### src/rtl/maze_wall_follower_step_core_macros.svh
// Assertion helpers shared by the maze walker RTL.
// Each macro expects signals named clock and reset in the using module.
`ifndef MAZE_WALL_FOLLOWER_STEP_CORE_MACROS_SVH
`define MAZE_WALL_FOLLOWER_STEP_CORE_MACROS_SVH

// Consequent must hold in the same cycle as the antecedent.
`define MWF_ASSERT_NOW(label, ante, cons, msg) \
   label: assert property (@(posedge clock) disable iff (reset) (ante) |-> (cons)) \
      else $error(msg);

// Consequent must hold in the cycle after the antecedent.
`define MWF_ASSERT_NEXT(label, ante, cons, msg) \
   label: assert property (@(posedge clock) disable iff (reset) (ante) |=> (cons)) \
      else $error(msg);

`endif

### src/rtl/mwf_pkg.sv
package mwf_pkg;

   // Side of the square obstacle bitmap.
   localparam int GRID_SIDE = 64;
   localparam int MAP_DEPTH = GRID_SIDE * GRID_SIDE;
   localparam int ADDR_W    = $clog2(MAP_DEPTH);

   localparam int COORD_W = 6;
   localparam int HEAD_W  = 2;
   localparam int STEP_W  = 2;

   // Register map of the configuration port.
   localparam int PADDR_W = 4;
   localparam logic [1:0] REG_ROWS     = 2'd0;
   localparam logic [1:0] REG_COLS     = 2'd1;
   localparam logic [1:0] REG_GOAL_ROW = 2'd2;
   localparam logic [1:0] REG_GOAL_COL = 2'd3;

   localparam logic [COORD_W-1:0] ROWS_RESET     = 6'd62;
   localparam logic [COORD_W-1:0] COLS_RESET     = 6'd62;
   localparam logic [COORD_W-1:0] GOAL_ROW_RESET = 6'd1;
   localparam logic [COORD_W-1:0] GOAL_COL_RESET = 6'd1;

   // Heading change relative to the direction taken: minus one, modulo four.
   localparam logic [HEAD_W-1:0] HEAD_ADJ  = 2'd3;
   // Index of the fallback direction, which is taken without a check.
   localparam logic [STEP_W-1:0] LAST_TRY  = 2'd3;

   typedef enum logic [1:0] {
      OP_MARK  = 2'd0,
      OP_PLACE = 2'd1,
      OP_STEP  = 2'd2,
      OP_NOP   = 2'd3
   } op_type;

   typedef enum logic [1:0] {
      DIR_WEST  = 2'd0,
      DIR_SOUTH = 2'd1,
      DIR_EAST  = 2'd2,
      DIR_NORTH = 2'd3
   } dir_type;

   typedef enum logic [2:0] {
      S_CLEAR,
      S_IDLE,
      S_EXEC,
      S_PROBE,
      S_CHECK,
      S_REPLY
   } state_type;

   typedef struct packed {
      logic [COORD_W-1:0] rows;
      logic [COORD_W-1:0] cols;
      logic [COORD_W-1:0] goal_row;
      logic [COORD_W-1:0] goal_col;
   } cfg_type;

   typedef struct packed {
      logic              we;
      logic [ADDR_W-1:0] addr;
      logic              wdata;
   } ram_req_type;

   // True when the cell lies inside the bitmap.
   function automatic logic in_grid(logic [COORD_W-1:0] r, logic [COORD_W-1:0] c);
      return (int'(r) < GRID_SIDE) && (int'(c) < GRID_SIDE);
   endfunction

   // Row-major bitmap address of a cell.
   function automatic logic [ADDR_W-1:0] cell_addr(logic [COORD_W-1:0] r,
                                                   logic [COORD_W-1:0] c);
      return ADDR_W'(int'(r) * GRID_SIDE + int'(c));
   endfunction

   // Row of the neighbor in a direction, wrapping modulo 64.
   function automatic logic [COORD_W-1:0] step_row(logic [COORD_W-1:0] r, dir_type d);
      logic [COORD_W-1:0] res;
      case (d)
         DIR_SOUTH: res = r + COORD_W'(1);
         DIR_NORTH: res = r - COORD_W'(1);
         default:   res = r;
      endcase
      return res;
   endfunction

   // Column of the neighbor in a direction, wrapping modulo 64.
   function automatic logic [COORD_W-1:0] step_col(logic [COORD_W-1:0] c, dir_type d);
      logic [COORD_W-1:0] res;
      case (d)
         DIR_WEST: res = c - COORD_W'(1);
         DIR_EAST: res = c + COORD_W'(1);
         default:  res = c;
      endcase
      return res;
   endfunction

endpackage

### src/rtl/mwf_csr.sv
module mwf_csr
   import mwf_pkg::*;
(
   input  logic               clock,
   input  logic               reset,
   input  logic               psel,
   input  logic               penable,
   input  logic               pwrite,
   input  logic [PADDR_W-1:0] paddr,
   input  logic [31:0]        pwdata,
   output logic [31:0]        prdata,
   output logic               pready,
   output cfg_type            cfg
);

   cfg_type    cfg_ff;
   cfg_type    cfg_in;
   logic       wr_en;
   logic [1:0] reg_idx;

   assign pready  = 1'b1;
   assign reg_idx = paddr[3:2];
   assign wr_en   = psel && penable && pwrite;

   // Register write decode.
   always_comb begin
      cfg_in = cfg_ff;
      if (wr_en) begin
         case (reg_idx)
            REG_ROWS:     cfg_in.rows     = pwdata[COORD_W-1:0];
            REG_COLS:     cfg_in.cols     = pwdata[COORD_W-1:0];
            REG_GOAL_ROW: cfg_in.goal_row = pwdata[COORD_W-1:0];
            REG_GOAL_COL: cfg_in.goal_col = pwdata[COORD_W-1:0];
            default:      cfg_in = cfg_ff;
         endcase
      end
   end

   always_ff @(posedge clock) begin
      if (reset) begin
         cfg_ff.rows     <= ROWS_RESET;
         cfg_ff.cols     <= COLS_RESET;
         cfg_ff.goal_row <= GOAL_ROW_RESET;
         cfg_ff.goal_col <= GOAL_COL_RESET;
      end else begin
         cfg_ff <= cfg_in;
      end
   end

   // Read mux.
   always_comb begin
      case (reg_idx)
         REG_ROWS:     prdata = 32'(cfg_ff.rows);
         REG_COLS:     prdata = 32'(cfg_ff.cols);
         REG_GOAL_ROW: prdata = 32'(cfg_ff.goal_row);
         REG_GOAL_COL: prdata = 32'(cfg_ff.goal_col);
         default:      prdata = '0;
      endcase
   end

   assign cfg = cfg_ff;

endmodule

### config.mk
export PLATFORM = sky130hd
export DESIGN_NAME = mwf_csr
export DESIGN_NICKNAME = d
export VERILOG_FILES = /design/src/rtl/maze_wall_follower_step_core_macros.svh /design/src/rtl/mwf_pkg.sv /design/src/rtl/mwf_csr.sv
export SDC_FILE = /design/constraint.sdc
export NUM_CORES = 1
export LEC_CHECK = 0
export BUFFER_PORTS_ARGS = -buffer_cell sky130_fd_sc_hd__buf_4
export CAP_MARGIN = 5
export CORE_UTILIZATION = 43
export DETAILED_ROUTE_END_ITERATION = 7
export PLACE_DENSITY = 0.91
export SETUP_SLACK_MARGIN = 0.02
export SYNTH_ARGS = -nofsm -noshare
export SYNTH_HDL_FRONTEND = slang
export SYNTH_SLANG_ARGS = --single-unit
export TNS_END_PERCENT = 1
### constraint.sdc
create_clock -name clock -period 3.2 [get_ports clock]
set_clock_uncertainty 0.15 [all_clocks]
set_input_delay 0.32 -clock clock [delete_from_list [all_inputs] [get_ports clock]]
set_output_delay 0.32 -clock clock [all_outputs]
set_load 0.02 [all_outputs]
* Yosys cells after proc, flatten, opt, wreduce, memory -nomap -nowiden *
Cells that the tools add are included.

word-level totals
  bits in registers = 24
  input bits = 41
  output and inout port bits = 57
  logic and storage cells = 15

cells by class
  equal/unequal tests = 3
  mux-type cells = 1
  reductions and logical operators = 7

operator list
  cell                count
  $pmux 32 s4         1
  $reduce_and 2->1    4
  $eq 2x2->1 const B  2
  $eq 2x1->1 const B  1
  $logic_and 1x1->1   2
  $logic_not 2->1     1

* Longest topological paths before layout *
  depth after elaboration = 3
  gate-level depth with buffers = 4
  depth with buffers taken out = 3

* Worst setup path before layout *
OpenSTA, ideal clock, no wires.

  path type = in2out
  from = input paddr[3]
  to = output prdata[0]
  arrival time = 1.071 ns
  data required time = 2.730 ns
  setup slack = 1.659 ns
  stages on the path = 2
  buffers on the path = 1
  cells stage by stage = buf_4 mux4_2

on the way
  cells in the longest elaborated chain, start to end = 2
  elaborated cells between the ends (all ways) = 5
  classes of those cells = eq/ne: 3; mux: 1; reduce/logical: 1

RTL lines
  element                                   line           RTL
  from (decl)                               mwf_csr.sv:9   input logic [PADDR_W-1:0] paddr,
  $eq 2x2->1, or another cell as far along  mwf_csr.sv:52  case (reg_idx)
  $pmux 32 s4 *                             mwf_csr.sv:52
  to (decl)                                 mwf_csr.sv:11  output logic [31:0] prdata,

Every way passes the cells marked *; elsewhere a longest branch is shown, timed or not. The select of a mux whose other input is x is not followed.

* Final worst setup path *
  from = register cfg_ff (netlist bit cfg[1])
  to = output prdata[1]

on the way
  cells in the longest elaborated chain, start to end = 1

RTL lines
  element                 line           RTL
  from (decl)             mwf_csr.sv:16  cfg_type cfg_ff;
  from (signal assigned)  mwf_csr.sv:46  cfg_ff <= cfg_in;
  $pmux 32 s4             mwf_csr.sv:52

No other way between the ends. The select of a mux whose other input is x is not followed.

==> key figures <==
Timing
  • RSZ-0062 raised after global routing: no
  • Slew Limit Fails: 0
  • Setup violators final: 0
  • Min Tclk post-route: 1.78 ns
  • Setup tns final: 0 ns
  • Fin. Hold Viols: 0
  • Tcrit/Tclk final: 55.7%
  • Fmax: roughly 560 MHz

Cells and area
  • Post-route cell area: 1580 sq um
  • Max reg flops: 24
  • Layout net count: between 200 and 250
  • Share of layout cells above drive strength 1: ~34%
  • Antenna cells: 0
  • Syn-to-layout area delta: 17.2%

Power
  • Pwr Density: around 340 nW/um^2
  • Leakage Power: about 0.75 nW
  • Maximum vdd drop: ~230 uV

Floorplanning
  • Die Span Y: approximately 58 microns
  • Initial core utilization: around 47%
  • Die width: about 58 microns
  • Die area: 3350 sq um
  • Core area: between 2000 and 3000 sq um
  • Core Rows: 19
  • Io pins: 98

Status
  • Failing checks: DRC
  • Status: finished with violations

Critical path
  • CP Launch Type: flop
  • Crit Path Max Fanout: 3
  • Worst Path Buf+Inv: 1
  • CP delay by family, top: multiplexers
  • Critical Setup Path Class: flop to output pin
  • Critical Path End Type: output pin
  • Slowest library cell on the worst path: mux4_2
  • Critical Path Max Stage Delay: 0.49 ns
  • Crit path cell chain: mux4_2 -> buf_4
  • Origin of the critical flop-to-flop path: cfg[3]
  • Critical Path Start: cfg[1]
  • WP data arrival: about 1.3 ns
  • Required @ worst endpoint: 2.73 ns

Placed design
  • Post-DP Area: 1550 sq um
  • IO Port Bufs: between 40 and 50
  • GP Congestion: between 0.6 and 0.7
  • Detailed Place HPWL: 1800 microns

Min path
  • HP Class: input port to flop
  • Hold Crit Start: pwdata[3]

CTS
  • Htree depth: 1
  • Number of CTS-inserted buffers: 3
  • Max Buffers Root-to-Sink: 2
  • Total clock sinks: 24
  • Clk slew on worst S/H paths: approximately 0.12 ns
  • Post-CTS setup buffers: 0
  • Cts hold-fix bufs: 0
  • CTS tree: done
  • # resized after CTS: 0
  • Clk root buf: clkbuf_4
  • Worst skew pair latency: roughly 0.30 ns

Routing
  • Antenna Violating Nets Remaining: 0
  • DR iter-0 viols: 30
  • Vias: slightly above 900
  • Pre-antenna DRT Iters: 6
  • Remaining DRCs: 5
  • Drt via density: 4.65
  • Routed len/inst: 12.0 microns
  • Detailed Route WL: roughly 2400 microns

Global route
  • Busiest grt layer: met2
  • GRT met3 Usage: approximately 5.6%
  • GRT met2 Usage: between 20% and 30%
  • GRT Total Usage: around 14%
  • M1 GR Usage: 17.1%
  • Largest net degree at the start of global routing: 37
  • Initial antenna violation count: 0
  • Total grt overflow: 0
  • Vias in the first global route: 771
  • First-pass GRT wire length: 3480 microns

Synth
  • Average size of a mapped cell: ~10 sq um
  • Multiplexer share of the synthesized area: between 20% and 30%
  • Netlist cell types: 14
  • Main combinational cell family by area after synthesis: multiplexers
  • Post-Synth Simple-Gate Area: between 10% and 20%
  • Synth Cell Area: around 1300 sq um
  • Gate Count Post-Synth: roughly 130
  • Synth Area in Compound Gates: 0%
  • #FFs+latches synth: 24
  • Synth Area in Adders: 0%
  • Synth warn: 0
  • Register area share after synthesis: between 30% and 40%
  • XOR/XNOR share of the synthesized area: 0%

Run
  • # Max-Cap Violations: 0
==> layout by cell type (no fill, tap or decap) <==
master    instances
and3_4            1
mux4_2            6
nand3b_2          1
dfxtp_1          24
and3b_2           1
nand3_2           1
nor3b_4           1
conb_1           27
nor2_1           18
nand2b_1         18
mux2i_1          24
buf_4            42
clkbuf_4          3
==> cells by family after synthesis <==
kind of cell / count (synthesis)
muxes: 30
buffers and inverters: 34
DFF: 24
and+or+nand+nor: 41
other: 2
==> worst min-delay path: stages <==
cell     delay (ns)
buf_4          0.08
nor2_1         0.04
mux2i_1        0.10
==> cell type report <==
| cell class | count | area, sq um |
|---|---|---|
| fill | 289 | 1280 |
| multi-input combinational | 98 | 718 |
| sequential | 24 | 480 |
| timing repair buffer | 42 | 315 |
| tap | 31 | 38.8 |
| clock buffer | 3 | 22.5 |
==> worst paths after layout <==
path | to | slack (ns) | depth (start not counted)
max | prdata[1] | 1.42 | 2
min | cfg[15] | 0.13 | 3
max reg2reg | cfg[3] | 2.40 | 2
min reg2reg | cfg[18] | 0.35 | 2
==> cells in the mapped netlist (all sizes together) <==
cell type	n	area, sq um
nor2	18	67.6
nor3b	1	18.8
nand3	1	10.0
and3b	1	10.0
nand2b	18	113
mux2i	24	240
clkbuf	3	11.3
dfxtp	24	480
nand3b	1	11.3
buf	31	228
mux4	6	135
and3	1	11.3
conb	2	7.51
==> power by group <==
part	switching [W]	total (W)	internal, W
combinational	0.0000655	0.000105	0.0000391
sequential	0.00000298	0.000306	0.000303
clock	0.0000835	0.000128	0.0000440
==> metal layers <==
metal | part of all wire [%] | vias to the layer above
met5 | 0 | -
met4 | 0.51 | 0
met3 | 7.3 | 2
met2 | 50 | 40
met1 | 42 | 427
li1 | - | 452
==> metrics by stage <==
step / hold slack, ns / total power (W) / cells / setup slack (ns) / util, %
floorplan: 0.341 / 0.000414 / 156 / 1.66 / -
global placement: 0.325 / 0.000417 / 195 / 1.51 / 54.4
detailed placement: 0.328 / 0.000417 / 195 / 1.52 / 54.4
CTS: 0.123 / 0.000544 / 198 / 1.41 / 55.2
global route: 0.121 / 0.000560 / 198 / 1.38 / 55.2
finish: 0.128 / 0.000538 / 198 / 1.42 / 55.2
Power figures use the tool's default switching activity.
