===== src/rtl/maze_wall_follower_step_core_macros.svh =====
// Assertion helpers shared by the maze walker RTL.
// Each macro expects signals named clock and reset in the using module.
`ifndef MAZE_WALL_FOLLOWER_STEP_CORE_MACROS_SVH
`define MAZE_WALL_FOLLOWER_STEP_CORE_MACROS_SVH

// Consequent must hold in the same cycle as the antecedent.
`define MWF_ASSERT_NOW(label, ante, cons, msg) \
   label: assert property (@(posedge clock) disable iff (reset) (ante) |-> (cons)) \
      else $error(msg);

// Consequent must hold in the cycle after the antecedent.
`define MWF_ASSERT_NEXT(label, ante, cons, msg) \
   label: assert property (@(posedge clock) disable iff (reset) (ante) |=> (cons)) \
      else $error(msg);

`endif


===== src/rtl/mwf_pkg.sv =====
package mwf_pkg;

   // Side of the square obstacle bitmap.
   localparam int GRID_SIDE = 64;
   localparam int MAP_DEPTH = GRID_SIDE * GRID_SIDE;
   localparam int ADDR_W    = $clog2(MAP_DEPTH);

   localparam int COORD_W = 6;
   localparam int HEAD_W  = 2;
   localparam int STEP_W  = 2;

   // Register map of the configuration port.
   localparam int PADDR_W = 4;
   localparam logic [1:0] REG_ROWS     = 2'd0;
   localparam logic [1:0] REG_COLS     = 2'd1;
   localparam logic [1:0] REG_GOAL_ROW = 2'd2;
   localparam logic [1:0] REG_GOAL_COL = 2'd3;

   localparam logic [COORD_W-1:0] ROWS_RESET     = 6'd62;
   localparam logic [COORD_W-1:0] COLS_RESET     = 6'd62;
   localparam logic [COORD_W-1:0] GOAL_ROW_RESET = 6'd1;
   localparam logic [COORD_W-1:0] GOAL_COL_RESET = 6'd1;

   // Heading change relative to the direction taken: minus one, modulo four.
   localparam logic [HEAD_W-1:0] HEAD_ADJ  = 2'd3;
   // Index of the fallback direction, which is taken without a check.
   localparam logic [STEP_W-1:0] LAST_TRY  = 2'd3;

   typedef enum logic [1:0] {
      OP_MARK  = 2'd0,
      OP_PLACE = 2'd1,
      OP_STEP  = 2'd2,
      OP_NOP   = 2'd3
   } op_type;

   typedef enum logic [1:0] {
      DIR_WEST  = 2'd0,
      DIR_SOUTH = 2'd1,
      DIR_EAST  = 2'd2,
      DIR_NORTH = 2'd3
   } dir_type;

   typedef enum logic [2:0] {
      S_CLEAR,
      S_IDLE,
      S_EXEC,
      S_PROBE,
      S_CHECK,
      S_REPLY
   } state_type;

   typedef struct packed {
      logic [COORD_W-1:0] rows;
      logic [COORD_W-1:0] cols;
      logic [COORD_W-1:0] goal_row;
      logic [COORD_W-1:0] goal_col;
   } cfg_type;

   typedef struct packed {
      logic              we;
      logic [ADDR_W-1:0] addr;
      logic              wdata;
   } ram_req_type;

   // True when the cell lies inside the bitmap.
   function automatic logic in_grid(logic [COORD_W-1:0] r, logic [COORD_W-1:0] c);
      return (int'(r) < GRID_SIDE) && (int'(c) < GRID_SIDE);
   endfunction

   // Row-major bitmap address of a cell.
   function automatic logic [ADDR_W-1:0] cell_addr(logic [COORD_W-1:0] r,
                                                   logic [COORD_W-1:0] c);
      return ADDR_W'(int'(r) * GRID_SIDE + int'(c));
   endfunction

   // Row of the neighbor in a direction, wrapping modulo 64.
   function automatic logic [COORD_W-1:0] step_row(logic [COORD_W-1:0] r, dir_type d);
      logic [COORD_W-1:0] res;
      case (d)
         DIR_SOUTH: res = r + COORD_W'(1);
         DIR_NORTH: res = r - COORD_W'(1);
         default:   res = r;
      endcase
      return res;
   endfunction

   // Column of the neighbor in a direction, wrapping modulo 64.
   function automatic logic [COORD_W-1:0] step_col(logic [COORD_W-1:0] c, dir_type d);
      logic [COORD_W-1:0] res;
      case (d)
         DIR_WEST: res = c - COORD_W'(1);
         DIR_EAST: res = c + COORD_W'(1);
         default:  res = c;
      endcase
      return res;
   endfunction

endpackage


===== src/rtl/mwf_seq.sv =====
`include "maze_wall_follower_step_core_macros.svh"

module mwf_seq
   import mwf_pkg::*;
(
   input  logic               clock,
   input  logic               reset,
   input  cfg_type            cfg,
   input  logic               start,
   output logic               busy,
   input  logic [1:0]         req_opcode,
   input  logic [COORD_W-1:0] req_cell_row,
   input  logic [COORD_W-1:0] req_cell_col,
   output logic               rsp_valid,
   output logic [COORD_W-1:0] rsp_pos_row,
   output logic [COORD_W-1:0] rsp_pos_col,
   output logic [HEAD_W-1:0]  rsp_heading,
   output logic               rsp_at_goal,
   output ram_req_type        ram_req,
   input  logic               ram_rdata
);

   state_type          state_ff, state_in;
   logic [ADDR_W-1:0]  clr_ff, clr_in;
   op_type             op_ff, op_in;
   logic [COORD_W-1:0] row_ff, row_in;
   logic [COORD_W-1:0] col_ff, col_in;
   logic [STEP_W-1:0]  try_ff, try_in;
   logic [COORD_W-1:0] cand_row_ff, cand_row_in;
   logic [COORD_W-1:0] cand_col_ff, cand_col_in;
   logic [COORD_W-1:0] mouse_row_ff, mouse_row_in;
   logic [COORD_W-1:0] mouse_col_ff, mouse_col_in;
   logic [HEAD_W-1:0]  head_ff, head_in;

   logic               accept;
   dir_type            dir;
   logic [HEAD_W-1:0]  head_new;
   logic [COORD_W-1:0] nbr_row;
   logic [COORD_W-1:0] nbr_col;
   logic               cand_goal;
   logic               cand_inside;
   logic               cand_blocked;
   logic               cand_open;
   logic               clr_last;

   assign accept = start && (state_ff == S_IDLE);

   // Shared neighbor unit: the direction under test is heading plus try index.
   assign dir      = dir_type'(head_ff + try_ff);
   assign head_new = head_ff + try_ff + HEAD_ADJ;
   assign nbr_row  = step_row(mouse_row_ff, dir);
   assign nbr_col  = step_col(mouse_col_ff, dir);

   // Openness of the registered candidate, using the bit read last cycle.
   assign cand_goal    = (cand_row_ff == cfg.goal_row) && (cand_col_ff == cfg.goal_col);
   assign cand_inside  = (cand_row_ff != '0) && (cand_row_ff <= cfg.rows) &&
                         (cand_col_ff != '0) && (cand_col_ff <= cfg.cols);
   assign cand_blocked = in_grid(cand_row_ff, cand_col_ff) && ram_rdata;
   assign cand_open    = cand_goal || (cand_inside && !cand_blocked);

   assign clr_last = (clr_ff == ADDR_W'(MAP_DEPTH - 1));

   // Next state.
   always_comb begin
      state_in = state_ff;
      case (state_ff)
         S_CLEAR: if (clr_last) state_in = S_IDLE;
         S_IDLE:  if (start) state_in = S_EXEC;
         S_EXEC:  state_in = (op_ff == OP_STEP) ? S_PROBE : S_REPLY;
         S_PROBE: state_in = (try_ff == LAST_TRY) ? S_REPLY : S_CHECK;
         S_CHECK: state_in = cand_open ? S_REPLY : S_PROBE;
         S_REPLY: state_in = S_IDLE;
         default: state_in = S_IDLE;
      endcase
   end

   // Datapath updates and memory requests per state.
   always_comb begin
      clr_in       = clr_ff;
      op_in        = op_ff;
      row_in       = row_ff;
      col_in       = col_ff;
      try_in       = try_ff;
      cand_row_in  = cand_row_ff;
      cand_col_in  = cand_col_ff;
      mouse_row_in = mouse_row_ff;
      mouse_col_in = mouse_col_ff;
      head_in      = head_ff;
      ram_req.we    = 1'b0;
      ram_req.addr  = cell_addr(nbr_row, nbr_col);
      ram_req.wdata = 1'b0;
      busy      = (state_ff != S_IDLE);
      rsp_valid = (state_ff == S_REPLY);
      case (state_ff)
         S_CLEAR: begin
            ram_req.we   = 1'b1;
            ram_req.addr = clr_ff;
            clr_in       = clr_ff + ADDR_W'(1);
         end
         S_IDLE: begin
            if (accept) begin
               op_in  = op_type'(req_opcode);
               row_in = req_cell_row;
               col_in = req_cell_col;
               try_in = '0;
            end
         end
         S_EXEC: begin
            case (op_ff)
               OP_MARK: begin
                  ram_req.we    = in_grid(row_ff, col_ff);
                  ram_req.addr  = cell_addr(row_ff, col_ff);
                  ram_req.wdata = 1'b1;
               end
               OP_PLACE: begin
                  mouse_row_in = row_ff;
                  mouse_col_in = col_ff;
                  head_in      = '0;
               end
               default: ;
            endcase
         end
         S_PROBE: begin
            // Read the neighbor; the fallback direction moves unchecked.
            cand_row_in = nbr_row;
            cand_col_in = nbr_col;
            if (try_ff == LAST_TRY) begin
               mouse_row_in = nbr_row;
               mouse_col_in = nbr_col;
               head_in      = head_new;
            end
         end
         S_CHECK: begin
            if (cand_open) begin
               mouse_row_in = cand_row_ff;
               mouse_col_in = cand_col_ff;
               head_in      = head_new;
            end else begin
               try_in = try_ff + STEP_W'(1);
            end
         end
         default: ;
      endcase
   end

   always_ff @(posedge clock) begin
      if (reset) begin
         state_ff     <= S_CLEAR;
         clr_ff       <= '0;
         mouse_row_ff <= '0;
         mouse_col_ff <= '0;
         head_ff      <= '0;
         try_ff       <= '0;
      end else begin
         state_ff     <= state_in;
         clr_ff       <= clr_in;
         mouse_row_ff <= mouse_row_in;
         mouse_col_ff <= mouse_col_in;
         head_ff      <= head_in;
         try_ff       <= try_in;
      end
   end

   // Item and candidate registers carry payload only.
   always_ff @(posedge clock) begin
      op_ff       <= op_in;
      row_ff      <= row_in;
      col_ff      <= col_in;
      cand_row_ff <= cand_row_in;
      cand_col_ff <= cand_col_in;
   end

   assign rsp_pos_row = mouse_row_ff;
   assign rsp_pos_col = mouse_col_ff;
   assign rsp_heading = head_ff;
   assign rsp_at_goal = (mouse_row_ff == cfg.goal_row) && (mouse_col_ff == cfg.goal_col);

   // Each result strobe lasts a single cycle.
   `MWF_ASSERT_NEXT(a_rsp_single, rsp_valid, !rsp_valid, "result strobe held too long")
   // An accepted transaction is executed in the following cycle.
   `MWF_ASSERT_NEXT(a_accept_exec, accept, state_ff == S_EXEC, "accepted item not executed")
   // The fallback direction is never checked against the bitmap.
   `MWF_ASSERT_NOW(a_check_try, state_ff == S_CHECK, try_ff != LAST_TRY,
                   "fallback direction was probed")
   // The bitmap is written only by the clearing pass or a mark.
   `MWF_ASSERT_NOW(a_write_src, ram_req.we,
                   (state_ff == S_CLEAR) || ((state_ff == S_EXEC) && (op_ff == OP_MARK)),
                   "unexpected bitmap write")

endmodule


===== config.mk =====
export PLATFORM = sky130hd
export DESIGN_NAME = mwf_seq
export DESIGN_NICKNAME = d
export VERILOG_FILES = /design/src/rtl/mwf_pkg.sv /design/src/rtl/mwf_seq.sv
export VERILOG_INCLUDE_DIRS = /design/src /design/src/rtl
export SDC_FILE = /design/constraint.sdc
export NUM_CORES = 1
export LEC_CHECK = 0
export ABC_AREA = 1
export BUFFER_PORTS_ARGS = -buffer_cell sky130_fd_sc_hd__buf_2
export CAP_MARGIN = 15
export CORE_MARGIN = 3
export CORE_UTILIZATION = 60
export CTS_BUF_LIST = sky130_fd_sc_hd__clkbuf_4 sky130_fd_sc_hd__clkbuf_8
export CTS_CLUSTER_SIZE = 20
export DETAILED_ROUTE_END_ITERATION = 12
export PLACE_DENSITY_LB_ADDON = 0.15
export SYNTH_ARGS = -nofsm -noshare
export SYNTH_HDL_FRONTEND = slang
export SYNTH_SLANG_ARGS = --single-unit
export TNS_END_PERCENT = 20

===== constraint.sdc =====
create_clock -name clock -period 7.5 [get_ports clock]
set_input_delay 0.375 -clock clock [delete_from_list [all_inputs] [get_ports clock]]
set_output_delay 0.375 -clock clock [all_outputs]
set_load 0.05 [all_outputs]

* After elaboration in Yosys (flattened, before gate mapping)
Cells that the tools add are included.
** Storage, ports and cells
- Logic and storage cells :: 93
- Memory bits (writable) :: 0
- Memory bits (read-only) :: 0
- Bits in latches :: 0
- Bits of input ports :: 42
- Output and inout port bits :: 31
- Register bits after elaboration :: 57
- Memories :: 0
** Cells by class
- Divide/modulo/power cells :: 0
- Equality and inequality tests :: 24
- Multiply operators :: 0
- Bitwise logic cells :: 0
- Muxes and demuxes :: 26
- $lt $le $gt $ge :: 2
- Shift operators :: 0
- Reduce and logical (&&, ||, !) cells :: 20
- Add/sub/neg operators :: 10
** Operators by type and width (number)
- two-way mux 6 bit :: 6
- case mux 6 bit (3 select lines) :: 2
- case mux 13 bit (2 select lines) :: 1
- adder 12 x 6 -> 12 bit :: 2
- equality test 6 bit :: 4
- case mux 6 bit (2 select lines) :: 2
- case mux 3 bit (5 select lines) :: 1
- two-way mux 14 bit :: 1
- adder 12 x 1 -> 12 bit, second input constant :: 1
- adder 6 x 1 -> 6 bit, second input constant :: 2
- equality test 12 bit, second input constant :: 1
- less-or-equal comparator 6 bit :: 2
- two-way mux 3 bit :: 4
- inequality test 2 bit, second input constant :: 6
- nonzero test 6 bit :: 2
- subtractor 6 x 1 -> 6 bit, second input constant :: 2
- two-way mux 2 bit :: 5
- equality test 2 bit, second input constant :: 4
- logical AND 1 bit :: 7
- equality test 3 x 2 -> 1 bit, second input constant :: 2
- equality test 3 bit, second input constant :: 2
- case mux 2 bit (3 select lines) :: 1
- equality test 2 x 1 -> 1 bit, second input constant :: 2
- logical NOT 2 bit :: 2
- 16 further kinds :: 18

* Logic depth before layout (Yosys ltp)
- Depth in word-level cells :: 8
- Gate-level depth with buffers :: 20
- Gate-level depth less buffers :: 20

* Worst setup path before layout
No wires, ideal clock.
- Path type :: register -> output
- From :: register head_ff[0], in the netlist rsp_heading[0]
- To :: output ram_req[3] (netlist name)
- Cell stages (with the launch flop) :: 11
- Path slack :: 3.734 ns
- Arrival time :: 3.391 ns
- Data required time :: 7.125 ns
- Path buffers :: 1
- Cells stage by stage :: dfxtp_1 > ha_1 > buf_2 > inv_1 > ha_1 > inv_1 > ha_1 > a21oi_1 > o21ai_0 > and2_1 > o21ai_0
** RTL lines
- from (decl) :: line mwf_seq.sv:33 : logic [HEAD_W-1:0] head_ff, head_in;
- from (signal assigned) :: line mwf_seq.sv:159 : head_ff <= head_in;
- to (decl) :: line mwf_seq.sv:19 : output ram_req_type ram_req,

==> out/results.ini <==
[logic_synthesis]
ys_seq_area_frac = 0.357
syn_area_sq_um = 3930
synth.ff_latch_count = 57
syn_nets = 611
ys.flop_type = dfxtp_1
synthArstFlopShare = 0
ys_types = 40
synth_edf_count = 26
syn_area_per_cell_sq_um = 7.20
synth_warnings = 0
syn_inst = 545

[finish]
drive_gt1_frac = 0.173
antenna_cells = 0
fin_nets = 684
nFillCells = 510
area_delta_synth_final_pct = 15.5
fin_util = 0.739

[floorplan]
ios = 73
start_util = 0.640
dieArea_sq_um = 7550
row_count = 28
coreArea_sq_um = 6130
die_w_um = 86.9
die_h_um = 86.9

[worst_hold_path]
hold_start = req_cell_col[3]
holdPathEnd = col_ff[3]
whs_path_depth = 1
min_path_type = in2reg

[global_route]
antenna_found_initial = 0
grt_pass1_vias = 3685
grt_pass1_wl_um = 17000
grt_overflow = 0
grt_start_max_net_pins = 24
grtUsageTotal = 0.287

[sta]
fin_worst_skew_ns = 0.0105
setup_viol = 0
tightest_slew_ns = 0.785
drv_slew = 0
fin_ws_ns = 3.51
timing.fmax_mhz = 250
hold_viol_final = 0
rsz0062_at_grt = false
min_period_over_period = 0.532
relSlewSlack = 0.475
fin_crit_ns = 3.99
holdWs_ns = 0.204
fin_tns_setup_ns = 0

[placed_design]
dp_hpwl_um = 7910
io_buffers = 72
gp_congestion = 0.927
pre_cts_slack_ns = 3.93

[setup_path]
cp_slowest_cell = ha_1
timing.rr.end = rsp_pos_col[4]
cp-start-kind = flop
max_stage_delay_ns = 0.73
reg2reg_depth = 13
cpMostUsedCell = nand2_1
critPathArrivalTime_ns = 3.62
critPathTopFamily = adder cells
crit_chain = ha_1 > inv_1 > ha_1 > inv_1 > ha_1 > nand2_1 > nand2_1 > nand2_1 > nand3_1 > nand2_1 > nand2_1 > nand2_1 > nand2_1 > o21ai_0 > nand3_1 > buf_2
regToRegSetupSlack_ns = 4.38
end_kind = output port
crit_type = reg2out
crit_required_ns = 7.12
worstPathBufferInverterCount = 3
critPathMaxFanout = 20
reg2reg_from = try_ff[0]

[job]
cap_violations = 0

[pwr]
power_density_nw_per_um2 = 147
p_sw_frac = 0.219
comb_power_share = 0.069
p_seq_frac = 0.489
p_int_mw = 0.522
ir_worst_vdd_v = 0.000149
pwr-share-clk = 0.443
p_leak_nw = 2.26
p_sw_mw = 0.146

[routing]
detail-route-antenna-nets = 0
firstDrtPassIters = 6
finalWirelength_um = 10200
drc = 0
drt_iter0_drc = 310
vias_per_cell = 5.54
vias = 3866
wl_per_cell_um = 14.6

[clock_network]
cts.sinks = 57
clockBufferDepth = 2
cts.clk_slew.worst_paths_ns = 0.06
cts_buffers = 9
clk_latency_ns = 0.35
cts_max_level = 3
tritoncts = yes
cts_hold_buf = 0
cts_resized = 0
cts_root_buf = clkbuf_8
post_cts.repair.setup_buffers = 0

[run_status]
status = finished, final reports clean

[placed cells by master (no fill, tap or decap), types with 2 or more instances in the layout]
| master | Yosys | layout |
|---|---|---|
| a21oi_1 | 28 | 28 |
| nor3_1 | 5 | 5 |
| nand2_2 | 4 | 4 |
| inv_1 | 82 | 82 |
| nor4_1 | 2 | 2 |
| xor2_1 | 9 | 9 |
| o21bai_1 | 2 | 2 |
| ha_1 | 23 | 23 |
| buf_2 | 6 | 72 |
| a21oi_2 | 2 | 2 |
| o21ai_0 | 28 | 28 |
| nand3_1 | 35 | 35 |
| nor2_1 | 66 | 66 |
| a22oi_1 | 7 | 7 |
| nand4_1 | 4 | 4 |
| a22o_1 | 4 | 4 |
| nand3_2 | 2 | 2 |
| o221ai_1 | 2 | 2 |
| inv_2 | 5 | 5 |
| xnor2_1 | 23 | 23 |
| edfxtp_1 | 26 | 26 |
| dfxtp_1 | 31 | 31 |
| nor2_2 | 4 | 4 |
| clkbuf_4 | 0 | 2 |
| o22ai_1 | 6 | 6 |
| clkinv_1 | 1 | 2 |
| clkbuf_8 | 0 | 11 |
| a211oi_1 | 2 | 2 |
| nand2_1 | 121 | 121 |
[registers in the layout, summed over array words and instances (netlist names)]
| name | count |
|---|---|
| state_ff | 3 |
| clr_ff | 12 |
| rsp_heading | 2 |
| row_ff | 6 |
| cand_col_ff | 6 |
| try_ff | 2 |
| rsp_pos_col | 6 |
| rsp_pos_row | 6 |
| cand_row_ff | 6 |
| col_ff | 6 |
| op_ff | 2 |
[stage by stage]
step	instance area [sq um]	std cells	power, mW
floorplan	3930	545	0.359
global placement	4320	681	0.376
detailed placement	4320	681	0.379
CTS	4530	697	0.670
global route	4530	698	0.692
finish	4530	698	0.668
[power by group through the flow]
stage	clock, mW	sequential, mW	combinational (mW)
after floorplan	0	0.333	0.0266
after global placement	0	0.333	0.0435
after detailed placement	0	0.333	0.0457
after CTS	0.298	0.326	0.0459
after global routing	0.314	0.326	0.0513
final	0.296	0.326	0.0460
[worst register-to-register path, cell delays in order (launching register included)]
cell and delay [ns]:
dfxtp_1 0.34, ha_1 0.73, inv_1 0.31, ha_1 0.33, inv_1 0.14, ha_1 0.29, a21oi_1 0.18, nand2_1 0.07
nand2_1 0.06, nand3_1 0.06, o21ai_0 0.17, o21bai_1 0.10, o21ai_0 0.18, nor2_1 0.05
[layer usage]
metal	wire [um]	GRT usage	vias to the layer above
met2	4650	0.472	174
met1	4550	0.382	1762
met4	182	0.110	0
met5	0	0	-
met3	825	0.0397	16
li1	-	-	1914
[cell usage after synthesis, types with 3 or more instances]
| master | count | share of area |
|---|---|---|
| nor3_1 | 5 | 0.0064 |
| inv_1 | 82 | 0.078 |
| a21oi_1 | 28 | 0.036 |
| clkbuf_1 | 3 | 0.0029 |
| dfxtp_1 | 31 | 0.16 |
| a22o_1 | 4 | 0.0089 |
| xor2_1 | 9 | 0.020 |
| nand4_1 | 4 | 0.0064 |
| edfxtp_1 | 26 | 0.20 |
| a22oi_1 | 7 | 0.013 |
| o21ai_0 | 28 | 0.036 |
| o22ai_1 | 6 | 0.0096 |
| nand2_1 | 121 | 0.12 |
| ha_1 | 23 | 0.073 |
| xnor2_1 | 23 | 0.051 |
| nand2_2 | 4 | 0.0064 |
| buf_2 | 6 | 0.0076 |
| nand3_1 | 35 | 0.045 |
| nor2_1 | 66 | 0.063 |
| nor2_2 | 4 | 0.0064 |
| inv_2 | 5 | 0.0048 |
[kinds of logic after synthesis]
logic type	count (synthesis)	synth area share
buffers and inverters	100	0.101
adder cells (fa/ha/maj)	24	0.0784
flip-flops	57	0.357
AO/OA/AOI/OAI	86	0.129
AND/OR/NAND/NOR	246	0.263
XOR/XNOR	32	0.0714
[cell type report]
cell class	count	area, sq um	area share
clock buffers	13	166	0.0367
clock inverters	3	38.8	0.00856
inverters	89	337	0.0742
multi-input cells	388	2130	0.469
flip-flops and latches	57	1400	0.309
well taps	75	93.8	0.0207
repair buffers	73	368	0.0811
[worst max path at each step]
stage | from | endpoint | slack, ns | cells after the start
after floorplan | rsp_heading[0] | ram_req[3] | 3.73 | 10
after CTS | try_ff[0] | ram_req[6] | 3.54 | 16
final | try_ff[0] | ram_req[6] | 3.51 | 16
after global placement | try_ff[0] | ram_req[6] | 4.03 | 16
after detailed placement | try_ff[0] | ram_req[6] | 3.93 | 16
after global routing | try_ff[0] | ram_req[6] | 3.17 | 16
No activity file was read; power rests on OpenSTA's default activity.
